File: src/design/fpa_pkg.sv
// Shared opcode type and field widths for the Q24.8 fixed-point ALU.
// No dependencies; fpa_if, fpa_front and the top level use it.
`default_nettype none
package fpa_pkg;
  localparam int IO_BITS  = 32;
  localparam int CMD_BITS = 4;

  typedef enum logic [CMD_BITS-1:0] {
    CMD_ADD      = 4'd0,
    CMD_SUB      = 4'd1,
    CMD_MUL      = 4'd2,
    CMD_DIV      = 4'd3,
    CMD_MIN      = 4'd4,
    CMD_MAX      = 4'd5,
    CMD_INC      = 4'd6,
    CMD_DEC      = 4'd7,
    CMD_FROM_INT = 4'd8,
    CMD_TO_INT   = 4'd9
  } cmd_e;
endpackage
`default_nettype wire

File: src/design/fpa_front.sv
// Operand decode, comparison, the simple operations and the operand magnitudes for the product.
// Depends on fpa_pkg for the opcode type.
`default_nettype none
module fpa_front #(
  parameter int WORD_BITS = 32,
  parameter int FRAC_BITS = 8
) (
  input  wire  [fpa_pkg::CMD_BITS-1:0] cmd_i,
  input  wire  [WORD_BITS-1:0]         a_i,
  input  wire  [WORD_BITS-1:0]         b_i,
  output logic [WORD_BITS-1:0]         res_o,
  output logic                         ovf_o,
  output logic                         lt_o,
  output logic                         eq_o,
  output logic                         neg_o,
  output logic [WORD_BITS-1:0]         mb_o,
  output logic [WORD_BITS-1:0]         ma_o
);
  localparam int W = WORD_BITS;
  localparam int F = FRAC_BITS;

  logic [W:0]     sa, sb, s_sum, s_dif, s_inc, s_dec, s_sel;
  logic [W+F-1:0] sh;
  logic [W-1:0]   shr;
  logic           fits;

  always_comb begin
    sa    = {a_i[W-1], a_i};
    sb    = {b_i[W-1], b_i};
    s_sum = sa + sb;
    s_dif = sa - sb;
    s_inc = sa + (W+1)'(1);
    s_dec = sa - (W+1)'(1);
    lt_o  = $signed(a_i) < $signed(b_i);
    eq_o  = a_i == b_i;
    neg_o = a_i[W-1] ^ b_i[W-1];
    ma_o  = a_i[W-1] ? (~a_i + W'(1)) : a_i;
    mb_o  = b_i[W-1] ? (~b_i + W'(1)) : b_i;
    sh    = {{F{a_i[W-1]}}, a_i} << F;
    fits  = (&sh[W+F-1:W-1]) | ~(|sh[W+F-1:W-1]);
    shr   = W'($signed(a_i) >>> F);
    s_sel = s_sum;
    res_o = '0;
    ovf_o = 1'b0;
    case (fpa_pkg::cmd_e'(cmd_i))
      fpa_pkg::CMD_ADD: s_sel = s_sum;
      fpa_pkg::CMD_SUB: s_sel = s_dif;
      fpa_pkg::CMD_INC: s_sel = s_inc;
      fpa_pkg::CMD_DEC: s_sel = s_dec;
      default:          s_sel = s_sum;
    endcase
    case (fpa_pkg::cmd_e'(cmd_i))
      fpa_pkg::CMD_ADD, fpa_pkg::CMD_SUB, fpa_pkg::CMD_INC, fpa_pkg::CMD_DEC: begin
        // A sign bit that disagrees with the extra top bit means the sum left the word.
        ovf_o = s_sel[W] ^ s_sel[W-1];
        if (ovf_o) begin
          res_o = {s_sel[W], {(W-1){~s_sel[W]}}};
        end else begin
          res_o = s_sel[W-1:0];
        end
      end
      fpa_pkg::CMD_MIN: res_o = lt_o ? a_i : b_i;
      fpa_pkg::CMD_MAX: res_o = lt_o ? b_i : a_i;
      fpa_pkg::CMD_FROM_INT: begin
        ovf_o = ~fits;
        if (fits) begin
          res_o = sh[W-1:0];
        end else begin
          res_o = {a_i[W-1], {(W-1){~a_i[W-1]}}};
        end
      end
      fpa_pkg::CMD_TO_INT: res_o = shr;
      default: res_o = '0;
    endcase
  end
endmodule
`default_nettype wire

File: config.mk
export PLATFORM = sky130hd
export DESIGN_NAME = fpa_front
export DESIGN_NICKNAME = d
export VERILOG_FILES = /design/src/design/fpa_pkg.sv /design/src/design/fpa_front.sv
export SDC_FILE = /design/constraint.sdc
export NUM_CORES = 1
export LEC_CHECK = 0
export BUFFER_PORTS_ARGS = -buffer_cell sky130_fd_sc_hd__buf_2
export CAP_MARGIN = 20
export CORE_UTILIZATION = 25
export DETAILED_ROUTE_END_ITERATION = 10
export PLACE_DENSITY = 0.49
export SLEW_MARGIN = 25
export SYNTH_ARGS = -nofsm -noshare
export SYNTH_HDL_FRONTEND = slang
export SYNTH_SLANG_ARGS = --single-unit
File: constraint.sdc
create_clock -name vclk -period 6.71
set_input_delay 1.0065 -clock vclk [all_inputs]
set_output_delay 1.0065 -clock vclk [all_outputs]
set_load 0.005 [all_outputs]
==> metrics.md <==
| Metric | Value |
|---|---|
| Cell row count | 64 |
| Synth top area cells | xnor2_1, ha_1, a21oi_1 |
| Netlist cell types | 70 |
| Largest family of logic cells by synthesized area | compound AO/OA/AOI/OAI gates |
| Detailed Routing Iterations Pass 1 | 5 |
| Port Buffers | 168 |
| Commonest non-fill, non-tap cell in the layout | buf_2 |
| Fin worst setup slack | -0.239 ns |
| I/O pin cnt | 168 |
| WL/cell | 22.6 um |
| Synth Instances | 1,201 |
| Syn avg cell area | 6.48 um2 |
| Register area share after synthesis | 0 |
| Syn Nets | 1,338 |
| Sequential cell area | 0 um2 |
| Final Hold Fails | 0 |
| 1st-iter DRT viols | 1,000 |
| Placed Area | about 10,000 um2 |
| Layout area overhead | 38.8% |
| Max-slew violations | 0 |
| Vias | 10,603 |
| DRC | 0 |
| Gr usage total | 0.252 |
| CP arrival | around 5.9 ns |
| Crit path kind | primary input to output pin |
| Worst Setup SP | b_i[2] |
| Initial antenna violation count | 0 |
| Die X | 178 um |
| DRT Wirelength | 42.0 mm |
| Adder-cell share of the synthesized area | 0.113 |
| Fmax achieved | 0.144 GHz |
| Unrepaired setup endpoints after global routing | true |
| Minimum clock period | 6.95 ns |
| Final nets | 1,599 |
| XOR/XNOR share of the synthesized area | 0.159 |
| Routed vias/inst | 5.71 |
| Clk_buf instances | 0 |
| Tightest Hold Check Type | primary input to output pin |
| Most frequent cells in the layout | buf_2, buf_4, a21oi_1, nand2_1, xnor2_1 |
| Share of cells above drive strength 1 | 0.311 |
| Synth Area in Compound Gates | 0.375 |
| YS warnings | 0 |
| Netlist Area Pre-Place | 7780 um2 |
| Crit. End Element | output pin |
| Final Core Density | 0.353 |
| Total global routing overflow | 0 |
| Worst Tran Pin Value | 1.14 ns |
| Synth Area in Simple Gates | 0.248 |
| DP Wirelength | between 30 and 40 mm |
| Die Ht | 178 um |
| CP startpoint kind | primary input |
| DRT antenna net count | 0 |
| Mux contribution to synthesized area | 0.0388 |
| Layout fillers | around 3,400 |
| First-pass GRT wire length | 60.5 mm |
| Post-synth top area share | 0.118 |
| Worst Hold Launch | b_i[0] |
| Seq Cell Count | 0 |
| Status | finished with violations |
| Die area | between 30,000 and 40,000 um2 |
| Slew HR | 0.231 |
| Post-synth top area cell | xnor2_1 |
| CP required | 5.70 ns |
| Setup-failing EPs final | 32 |
| Via count of the first global-routing pass | 9,985 |
| Starting Density | 0.254 |
| Placer congestion estimate | 0.985 |
| Largest net degree at the start of global routing | 45 |
| Final hold slack | 2.21 ns |
| Max Cap Violations | 0 |
| Hold_buf cts | 0 |
| Failing checks | setup timing |
| Core Box Area | 30,600 um2 |
| CP max FO | 6 |
| Period utilization | 1.04 |
| Final Cell Area | 10,800 um2 |
==> stage by stage <==
stage | instances | setup TNS [ns] | setup slack, ns
finish | 1857 | -5.23 | -0.239
global route | 1856 | -10.36 | -0.403
CTS | 1851 | -4.57 | -0.212
detailed placement | 1846 | -12.52 | -0.484
global placement | 1846 | -10.59 | -0.435
floorplan | 1201 | 0 | 0.00527
==> path summary, 6_finish.rpt <==
check	end	depth (start not counted)
setup / recovery	res_o[16]	24
hold / removal	mb_o[0]	2
==> per-layer routing <==
layer  global-route usage  vias up  part of all wire
met2                0.407      520              0.44
met1                0.341     4965              0.43
met5                    0        -                 0
met4               0.0989        0             0.048
met3               0.0271      120             0.078
li1                     -     4998                 -
==> cell type report <==
type | instances | area [um2] | share of cell area
diodes | 1 | 2.50 | 0.000232
multi-input cells | 1067 | 7860 | 0.728
repair buffers | 337 | 2230 | 0.206
inverters | 56 | 218 | 0.0202
well taps | 396 | 495 | 0.0459
==> cell families after synthesis <==
kind of cell / after synthesis
AO/OA/AOI/OAI: 447
AND/OR/NAND/NOR: 380
XOR/XNOR: 141
buffers and inverters: 134
adder cells (fa/ha/maj): 69
multiplexers: 30
==> synthesized netlist by cell type, drive strengths merged (5+ instances only) <==
cell type / number
o21bai: 15
nor2: 71
or4: 12
a211oi: 40
inv: 55
xnor2: 105
a311oi: 5
o211a: 5
nand2b: 13
nand4: 19
or2: 6
o211ai: 24
or3: 21
a21o: 19
o21ai: 82
nor4: 9
o221ai: 25
o21a: 21
a31o: 6
a21oi: 137
o31ai: 16
nor2b: 13
and4: 5
buf: 19
xor2: 36
a31oi: 13
nor3: 20
ha: 67
and3: 9
mux2i: 29
o2111ai: 5
clkbuf: 59
and2: 16
nand3: 28
nand2: 122
==> worst max-delay path, cell delays in order <==
cell and delay [ns]:
buf_6 0.10, or3_4 0.41, nor2_4 0.10, nand4_1 0.13, or3_4 0.35, or3_4 0.33, or3_4 0.35, buf_4 0.15
xnor2_1 0.13, a21oi_1 0.10, ha_1 0.39, o21ai_1 0.12, a21oi_1 0.12, o211ai_1 0.34, a211oi_2 0.08, buf_4 0.17
or3_4 0.33, and2_4 0.18, xnor2_4 0.17, buf_6 0.16, a211oi_1 0.23, o221ai_1 0.16, buf_4 0.21, buf_2 0.12
==> repair_timing <==
item,CTS,global route
cloned,0,2
endpoints found under the setup margin,33,33
setup buffers,6,5
pin swaps,24,51
hold endpoints to repair,0,0
resized for setup,62,63
