**src/design/fpa_div_step.sv**
```systemverilog
// One restoring division step: shifts in one dividend bit, yields one quotient bit.
// No dependencies.
`default_nettype none
module fpa_div_step #(
  parameter int WORD_BITS = 32,
  parameter int QUO_BITS  = 40
) (
  input  wire  [WORD_BITS:0]   rem_i,
  input  wire  [QUO_BITS-1:0]  nq_i,
  input  wire  [WORD_BITS-1:0] d_i,
  output logic [WORD_BITS:0]   rem_o,
  output logic [QUO_BITS-1:0]  nq_o
);
  logic [WORD_BITS:0] r2;
  logic               ge;

  always_comb begin
    // The remainder stays below the divisor, so its top bit is always clear.
    r2    = {rem_i[WORD_BITS-1:0], nq_i[QUO_BITS-1]};
    ge    = r2 >= {1'b0, d_i};
    rem_o = ge ? (r2 - {1'b0, d_i}) : r2;
    nq_o  = {nq_i[QUO_BITS-2:0], ge};
  end
endmodule
`default_nettype wire
```
**config.mk**
```make
export PLATFORM = sky130hd
export DESIGN_NAME = fpa_div_step
export DESIGN_NICKNAME = d
export VERILOG_FILES = /design/src/design/fpa_div_step.sv
export SDC_FILE = /design/constraint.sdc
export NUM_CORES = 1
export LEC_CHECK = 0
export BUFFER_PORTS_ARGS = -buffer_cell sky130_fd_sc_hd__buf_2
export CAP_MARGIN = 10
export CORE_ASPECT_RATIO = 0.7
export CORE_MARGIN = 2
export CORE_UTILIZATION = 48
export DETAILED_ROUTE_END_ITERATION = 12
export PLACE_DENSITY = 0.86
export SLEW_MARGIN = 10
export SYNTH_ARGS = -nofsm -noshare
export SYNTH_HDL_FRONTEND = slang
export SYNTH_SLANG_ARGS = --single-unit
```
**constraint.sdc**
```tcl
create_clock -name vclk -period 4.05
set_input_delay 0.405 -clock vclk [all_inputs]
set_output_delay 0.405 -clock vclk [all_outputs]
set_load 0.01 [all_outputs]
```
==> results of run 1 <==
layout by cell type (no fill, tap or decap), types with 6 or more instances in the layout:
| master | instances |
|---|---|
| a21oi_1 | 41 |
| xnor2_1 | 14 |
| nand3_1 | 6 |
| a21o_1 | 22 |
| nand2_1 | 34 |
| and3_1 | 6 |
| ha_1 | 32 |
| o21ai_1 | 6 |
| nor2_1 | 33 |
| nand2b_1 | 7 |
| nor2b_1 | 6 |
| inv_1 | 36 |
| xor2_1 | 13 |
| buf_2 | 99 |
| o21ai_0 | 22 |
| a211oi_1 | 7 |
metal layers:
layer  vias up  GRT usage  routed length, um
met1      1308     0.3215               3367
li1       1490          -                  -
met3         6    0.02262                672
met2       155     0.3480               2979
met4         0    0.02022                 50
met5         -          0                  0
final cells by class:
type,instances,area (um2)
fillers,537,2417
inverters,37,138.9
multi-input cells,316,2163
well taps,72,90.09
repair buffers,100,503.0
critical path, cell delays in order:
cell and delay [ns]:
buf_2 0.11, ha_1 0.39, a2111o_1 0.50, o211ai_2 0.20, a21o_1 0.20, nand4_1 0.17
nand2_2 0.13, inv_2 0.25, and3_1 0.28, nor3_1 0.19, buf_2 0.16
worst paths after layout:
path / startpoint / endpoint
min: nq_i[14] / nq_o[15]
max: rem_i[5] / rem_o[28]
stage by stage:
stage | utilization | power (mW) | instances
2_1_floorplan | - | 0.4466 | 407
4_1_cts | 0.5450 | 0.5800 | 525
3_3_place_gp | 0.5450 | 0.5667 | 525
5_1_grt | 0.5450 | 0.6455 | 525
6_report | 0.5450 | 0.5819 | 525
3_5_place_dp | 0.5450 | 0.5760 | 525
kinds of logic after synthesis:
group | share of synthesized area
AND/OR/NAND/NOR | 0.2083
buffers and inverters | 0.1924
AO/OA/AOI/OAI | 0.3442
XOR/XNOR | 0.08828
multiplexers | 0.009807
adder cells (fa/ha/maj) | 0.1569
power groups by stage:
stage	Clock (mW)	Combinational (mW)	Sequential, mW
final	0	0.582	0
after detailed placement	0	0.576	0
after floorplan	0	0.447	0
after CTS	0	0.580	0
after global routing	0	0.646	0
after global placement	0	0.567	0
==> run_results.csv, run 1 <==
group,metric,value,unit
placed_design,hpwl,5.842,mm
run_status,status,"finished, final reports clean",
global_route,grt_max_degree,41,
hold_path,whs_path_depth,0,
sta,grt_setup_unrepaired,"false",
finish,design.seq.count,0,
logic_synthesis,synthTopCellsByCount,"a21oi_1, buf_4, inv_1, nand2_1, nor2_1",
detailed_routing,first_pass_iters,5,
power_and_ir_drop,switchingPower,0.3320,mW
detailed_routing,drt_wl_total,7.070,mm
worst_setup_path,critPathMaxFanout,40,
logic_synthesis,yosys-top-cells-area,"ha_1, buf_4, a21oi_1",
worst_setup_path,worst_setup_path_end_kind,"output port",
finish,drive_gt1_frac,0.2450,
sta,period_share,0.8408,
finish,nets,593,
die,die_y,66.50,um
die,die_w,93.29,um
sta,setup_slack,0.6448,ns
die,top_level_ports,178,
die,core,0.005313,mm2
placed_design,placed_cell_area,0.002895,mm2
sta,slew_violations,0,
power_and_ir_drop,p_int,0.2499,mW
die,start_util,0.5042,
detailed_routing,num_vias,2959,
sta,post-route-min-period,3.405,ns
finish,clock_buffers,0,
logic_synthesis,synthCells,407,
detailed_routing,drt-initial-drc-count,125,
clock_tree,cts_setup_buffers,0,
power_and_ir_drop,ir_drop,88.04,uV
sta,hold_viol,0,
logic_synthesis,ys_types,59,
placed_design,pre_cts_slack,0.6530,ns
logic_synthesis,synth_top_area_share,0.1495,
logic_synthesis,avgSynthCellArea,6.582,um2
logic_synthesis,synth_top_area_cell,"ha_1",
detailed_routing,ant_nets,0,
sta,tns,0,ns
logic_synthesis,synth_most_common_cell,"a21oi_1",
global_route,antenna_found_initial,0,
clock_tree,hold_buffers,0,
finish,fin_area,0.002895,mm2
die,std_cell_rows,22,
finish,num_antenna_cells,0,
worst_setup_path,crit_type,"input pin to output port",
worst_setup_path,required,3.64,ns
global_route,grt_pass1_wl,11.34,mm
logic_synthesis,syn-cell-area,0.002679,mm2
logic_synthesis,ys_warn_count,0,
power_and_ir_drop,sw_frac_of_total,0.5705,
die,dieArea,0.006204,mm2
sta,hold_ws,0.8100,ns
sta,setup_viol,0,
power_and_ir_drop,cellLeakagePower,1.573,nW
logic_synthesis,ys_seq_area_frac,0,
detailed_routing,wl_per_cell,13.47,um
placed_design,portBuffers,99,
power_and_ir_drop,pwr-share-clk,0,
hold_path,min_path_type,"input pin to output port",
logic_synthesis,syn-num-nets,545,
worst_setup_path,crit_path_start_kind,"input pin",
finish,syn_to_final_growth,8.080,%
power_and_ir_drop,powerDensity,201.0,mW/mm2
sta,fmax,293.7,MHz
detailed_routing,vias_per_cell,5.636,
power_and_ir_drop,seqPwrFrac,0,
global_route,grt_pass1_vias,2533,
sta,slew_headroom,0.5641,
power_and_ir_drop,combPwrFrac,1.000,
flow_run,drv_cap,0,
global_route,grt-ovfl-total,0,
sta,tightest_slew,0.6528,ns
clock_tree,cts_resized,0,
placed_design,gp_congestion,0.9301,
worst_setup_path,cp.arrival,3.00,ns
global_route,grt_util_all_layers,0.2167,
detailed_routing,drc,0,
finish,regArea,0,um2
No activity file was read; power rests on OpenSTA's default activity.
==> run 2, diff against run 1 <==
CORE_UTILIZATION = 41   (was 48)
PLACE_DENSITY = 0.78   (was 0.86)
clock period = 2.9 ns   (was 4.05 ns; I/O delays follow)
==> run_results.csv, run 2 (same netlist as run 1, synthesis figures left out) <==
group,metric,value,unit
placed_design,hpwl,6.484,mm
finish,layout_commonest_cell,"buf_2",
placed_design,pre_cts_slack,-0.04699,ns
die,die_w,100.6,um
power_and_ir_drop,ir_drop,138.8,uV
die,dieArea,0.007207,mm2
sta,tightest_slew,0.4111,ns
die,std_cell_rows,24,
placed_design,gp_congestion,0.9077,
global_route,grt_pass1_vias,2826,
detailed_routing,drt_wl_total,8.417,mm
die,die_y,71.63,um
die,top_level_ports,178,
run_status,status,"finished, final reports clean",
finish,drive_gt1_frac,0.3882,
power_and_ir_drop,pwr-share-clk,0,
detailed_routing,num_vias,3187,
finish,num_antenna_cells,0,
worst_setup_path,cp.arrival,2.58,ns
flow_run,drv_cap,0,
power_and_ir_drop,cellLeakagePower,1.805,nW
hold_path,min_path_type,"input pin to output port",
finish,syn_to_final_growth,31.85,%
sta,hold_viol,0,
finish,regArea,0,um2
detailed_routing,drt-initial-drc-count,144,
global_route,grt_pass1_wl,12.54,mm
die,core,0.006276,mm2
worst_setup_path,crit_chain,"buf_2 -> ha_1 -> nand4_1 -> buf_4 -> nor2b_1 -> a211oi_4 -> nand4_1 -> nand2_4 -> buf_4 -> nor4b_2 -> nor3_2 -> buf_2",
detailed_routing,wl_per_cell,14.77,um
worst_setup_path,slowest_delay,0.42,ns
finish,fin_cells,570,
sta,tns,0,ns
worst_setup_path,critPathCapture,"rem_o[28]",
finish,layout_common_cells,"buf_2, a21oi_1, buf_4, nand2_1, inv_1",
power_and_ir_drop,p_int,0.4677,mW
power_and_ir_drop,powerDensity,286.5,mW/mm2
worst_setup_path,crit_path_top_delay_cell,"ha_1",
finish,design.seq.count,0,
finish,fill_cells,570,
power_and_ir_drop,sw_frac_of_total,0.5378,
detailed_routing,drc,0,
die,start_util,0.4268,
worst_setup_path,critPathMaxFanout,7,
global_route,antenna_found_initial,0,
sta,setup_slack,0.03018,ns
sta,hold_ws,0.5800,ns
sta,period_share,0.9896,
sta,setup_viol,0,
finish,clock_buffers,0,
power_and_ir_drop,combPwrFrac,1.000,
worst_setup_path,crit_type,"input pin to output port",
sta,fmax,348.5,MHz
power_and_ir_drop,seqPwrFrac,0,
placed_design,portBuffers,99,
worst_setup_path,required,2.61,ns
finish,nets,632,
worst_setup_path,worst_setup_path_end_kind,"output port",
worst_setup_path,worstSetupStartpoint,"rem_i[19]",
sta,post-route-min-period,2.870,ns
global_route,grt_max_degree,21,
detailed_routing,first_pass_iters,5,
sta,slew_headroom,0.7259,
placed_design,dp.cells,565,
global_route,grt_util_all_layers,0.2030,
detailed_routing,vias_per_cell,5.591,
worst_setup_path,crit_path_start_kind,"input pin",
global_route,grt-ovfl-total,0,
detailed_routing,ant_nets,0,
sta,slew_violations,0,
power_and_ir_drop,switchingPower,0.5441,mW
run 2: how the worst min path moves through the flow:
stage          startpoint        to  slack [ns]  cells after the start
2_1_floorplan     nq_i[9]  nq_o[10]        0.67                      1
3_3_place_gp     nq_i[10]  nq_o[11]        0.58                      0
3_5_place_dp     nq_i[10]  nq_o[11]        0.58                      0
4_1_cts          nq_i[10]  nq_o[11]        0.58                      0
5_1_grt          nq_i[23]  nq_o[24]        0.58                      0
6_report         nq_i[23]  nq_o[24]        0.58                      0
run 2: worst max-delay path: cells and delay by family:
kind / cells / cell delay, ns
adders and majority gates: 1 / 0.42
AOI/OAI and AO/OA: 1 / 0.07
buffers and inverters: 4 / 0.65
and+or+nand+nor: 6 / 1.15
run 2: timing repair:
action                     4_1_cts  5_1_grt
setup buffers                    2        3
pin swaps                        8       16
setup endpoints to repair       10       32
hold buffers                     0        0
gates resized for setup          8       56
gates cloned                     0        0
run 2: final cells by class:
type | count | area [um2] | area share
multi-input combinational | 316 | 2489 | 0.7046
timing repair buffer | 139 | 799.5 | 0.2264
inverter | 37 | 146.4 | 0.04145
tap | 78 | 97.59 | 0.02763
run 2: stage by stage:
| step | utilization | instance area (um2) | total power, mW |
|---|---|---|---|
| after detailed placement | 0.5032 | 3158 | 0.8885 |
| final | 0.5628 | 3532 | 1.012 |
| after CTS | 0.5116 | 3211 | 0.9079 |
| after global placement | 0.5032 | 3158 | 0.8736 |
| after global routing | 0.5628 | 3532 | 1.100 |
| after floorplan | - | 2679 | 0.6238 |
run 2: layer usage:
metal | part of all wire | vias to the layer above | track usage
met3 | 0.086 | 20 | 0.02244
li1 | - | 1562 | -
met4 | 0.013 | 0 | 0.03805
met1 | 0.46 | 1426 | 0.2961
met2 | 0.44 | 179 | 0.3244
met5 | 0 | - | 0
run 2: power by group through the flow:
stage | Sequential, mW | Clock (mW) | Combinational (mW)
final | 0 | 0 | 1.01
after global routing | 0 | 0 | 1.10
after CTS | 0 | 0 | 0.908
after detailed placement | 0 | 0 | 0.889
after global placement | 0 | 0 | 0.874
after floorplan | 0 | 0 | 0.624
==> run 3, diff against run 2 <==
CORE_UTILIZATION = 48   (was 41)
PLACE_DENSITY = 0.86   (was 0.78)
SETUP_SLACK_MARGIN = 0.5   (was default)
clock period = 3.7 ns   (was 2.9 ns; I/O delays follow)
==> run_results.csv, run 3 (same netlist as run 1, synthesis figures left out) <==
group,metric,value,unit
run_status,status,"finished, final reports clean",
die,top_level_ports,178,
global_route,grt-ovfl-total,0,
die,dieArea,0.006204,mm2
detailed_routing,drc,0,
global_route,grt_pass1_vias,2690,
placed_design,gp_congestion,0.9420,
sta,hold_viol,0,
global_route,grt_max_degree,32,
global_route,grt_util_all_layers,0.2221,
worst_setup_path,required,3.33,ns
finish,regArea,0,um2
power_and_ir_drop,cellLeakagePower,1.652,nW
power_and_ir_drop,powerDensity,228.9,mW/mm2
sta,grt_setup_unrepaired,"true",
power_and_ir_drop,ir_drop,97.20,uV
finish,drive_gt1_frac,0.2961,
power_and_ir_drop,p_total,0.7116,mW
die,start_util,0.5042,
finish,final_util,0.5853,
detailed_routing,drt-initial-drc-count,98,
die,std_cell_rows,22,
finish,clock_buffers,0,
sta,period_share,0.8652,
worst_setup_path,cp.arrival,2.83,ns
detailed_routing,vias_per_cell,5.649,
sta,fmax,312.4,MHz
flow_run,drv_cap,0,
finish,design.seq.count,0,
finish,num_antenna_cells,0,
detailed_routing,num_vias,3039,
sta,slew_violations,0,
sta,setup_viol,0,
finish,nets,606,
finish,fill_cells,510,
worst_setup_path,critPathMaxFanout,14,
worst_setup_path,worst_setup_path_end_kind,"output port",
worst_setup_path,crit_path_start_kind,"input pin",
detailed_routing,first_pass_iters,5,
finish,layout_commonest_cell,"buf_2",
sta,slew_headroom,0.6847,
worst_setup_path,crit_type,"input pin to output port",
placed_design,hpwl,5.885,mm
die,die_y,66.50,um
detailed_routing,ant_nets,0,
sta,tns,0,ns
hold_path,min_path_type,"input pin to output port",
detailed_routing,wl_per_cell,14.30,um
placed_design,portBuffers,99,
sta,post-route-min-period,3.201,ns
sta,tightest_slew,0.4678,ns
die,core,0.005313,mm2
die,die_w,93.29,um
detailed_routing,drt_wl_total,7.695,mm
finish,syn_to_final_growth,16.07,%
finish,layout_common_cells,"buf_2, a21oi_1, inv_1, nand2_1, nor2_1",
global_route,antenna_found_initial,0,
global_route,grt_pass1_wl,11.69,mm
run 3: cell types whose count changed in the layout (fill, tap and decap cells not counted), sizes merged:
cell | before | now
buf | 139 | 112
clkbuf | 0 | 1
run 3: power by group:
part | switching, mW | internal (mW)
sequential | 0 | 0
combinational | 0.395 | 0.317
clock | 0 | 0
total | 0.395 | 0.317
run 3: critical path, cell delays in order:
cell	delay [ns]
buf_2	0.11
ha_1	0.36
and4_1	0.24
and2_1	0.20
a41oi_1	0.28
a21boi_2	0.22
nand4_1	0.18
nand2_4	0.17
buf_12	0.16
o41ai_2	0.09
a311oi_1	0.26
buf_2	0.19
run 3: what timing repair did:
action / 4_1_cts / 5_1_grt
buffers inserted: 3 / 8
pin swaps: 4 / 11
endpoints found under the setup margin: 9 / 14
cloned: 0 / 1
hold buffers: 0 / 0
gates resized for setup: 7 / 17
run 3: layout make-up:
type	instances	area, um2	share of cell area
Timing Repair Buffer	113	630.6	0.2028
Multi-Input combinational cell	316	2242	0.7211
Inverter	37	146.4	0.04708
Tap cell	72	90.09	0.02897
run 3: per-layer routing:
metal / track usage / part of all wire / vias to the layer above
met5: 0 / 0 / -
met4: 0.02390 / 0.0084 / 0
met3: 0.03054 / 0.086 / 8
met2: 0.3741 / 0.44 / 157
met1: 0.3111 / 0.47 / 1362
li1: - / - / 1512
run 3: path summary, 6_finish.rpt:
kind  startpoint   endpoint  slack (ns)  depth (start not counted)
max     rem_i[7]  rem_o[30]        0.50                         12
min     nq_i[14]   nq_o[15]        0.74                          0
run 3: through the flow:
step	worst slack, ns	cells	hold WS (ns)	cell area, um2
5_1_grt	0.3388	538	0.7400	3109
4_1_cts	0.4980	529	0.7401	2950
6_report	0.4986	538	0.7400	3109
3_3_place_gp	0.4771	526	0.7401	2903
2_1_floorplan	0.8939	407	0.8318	2679
3_5_place_dp	0.4182	526	0.7401	2903
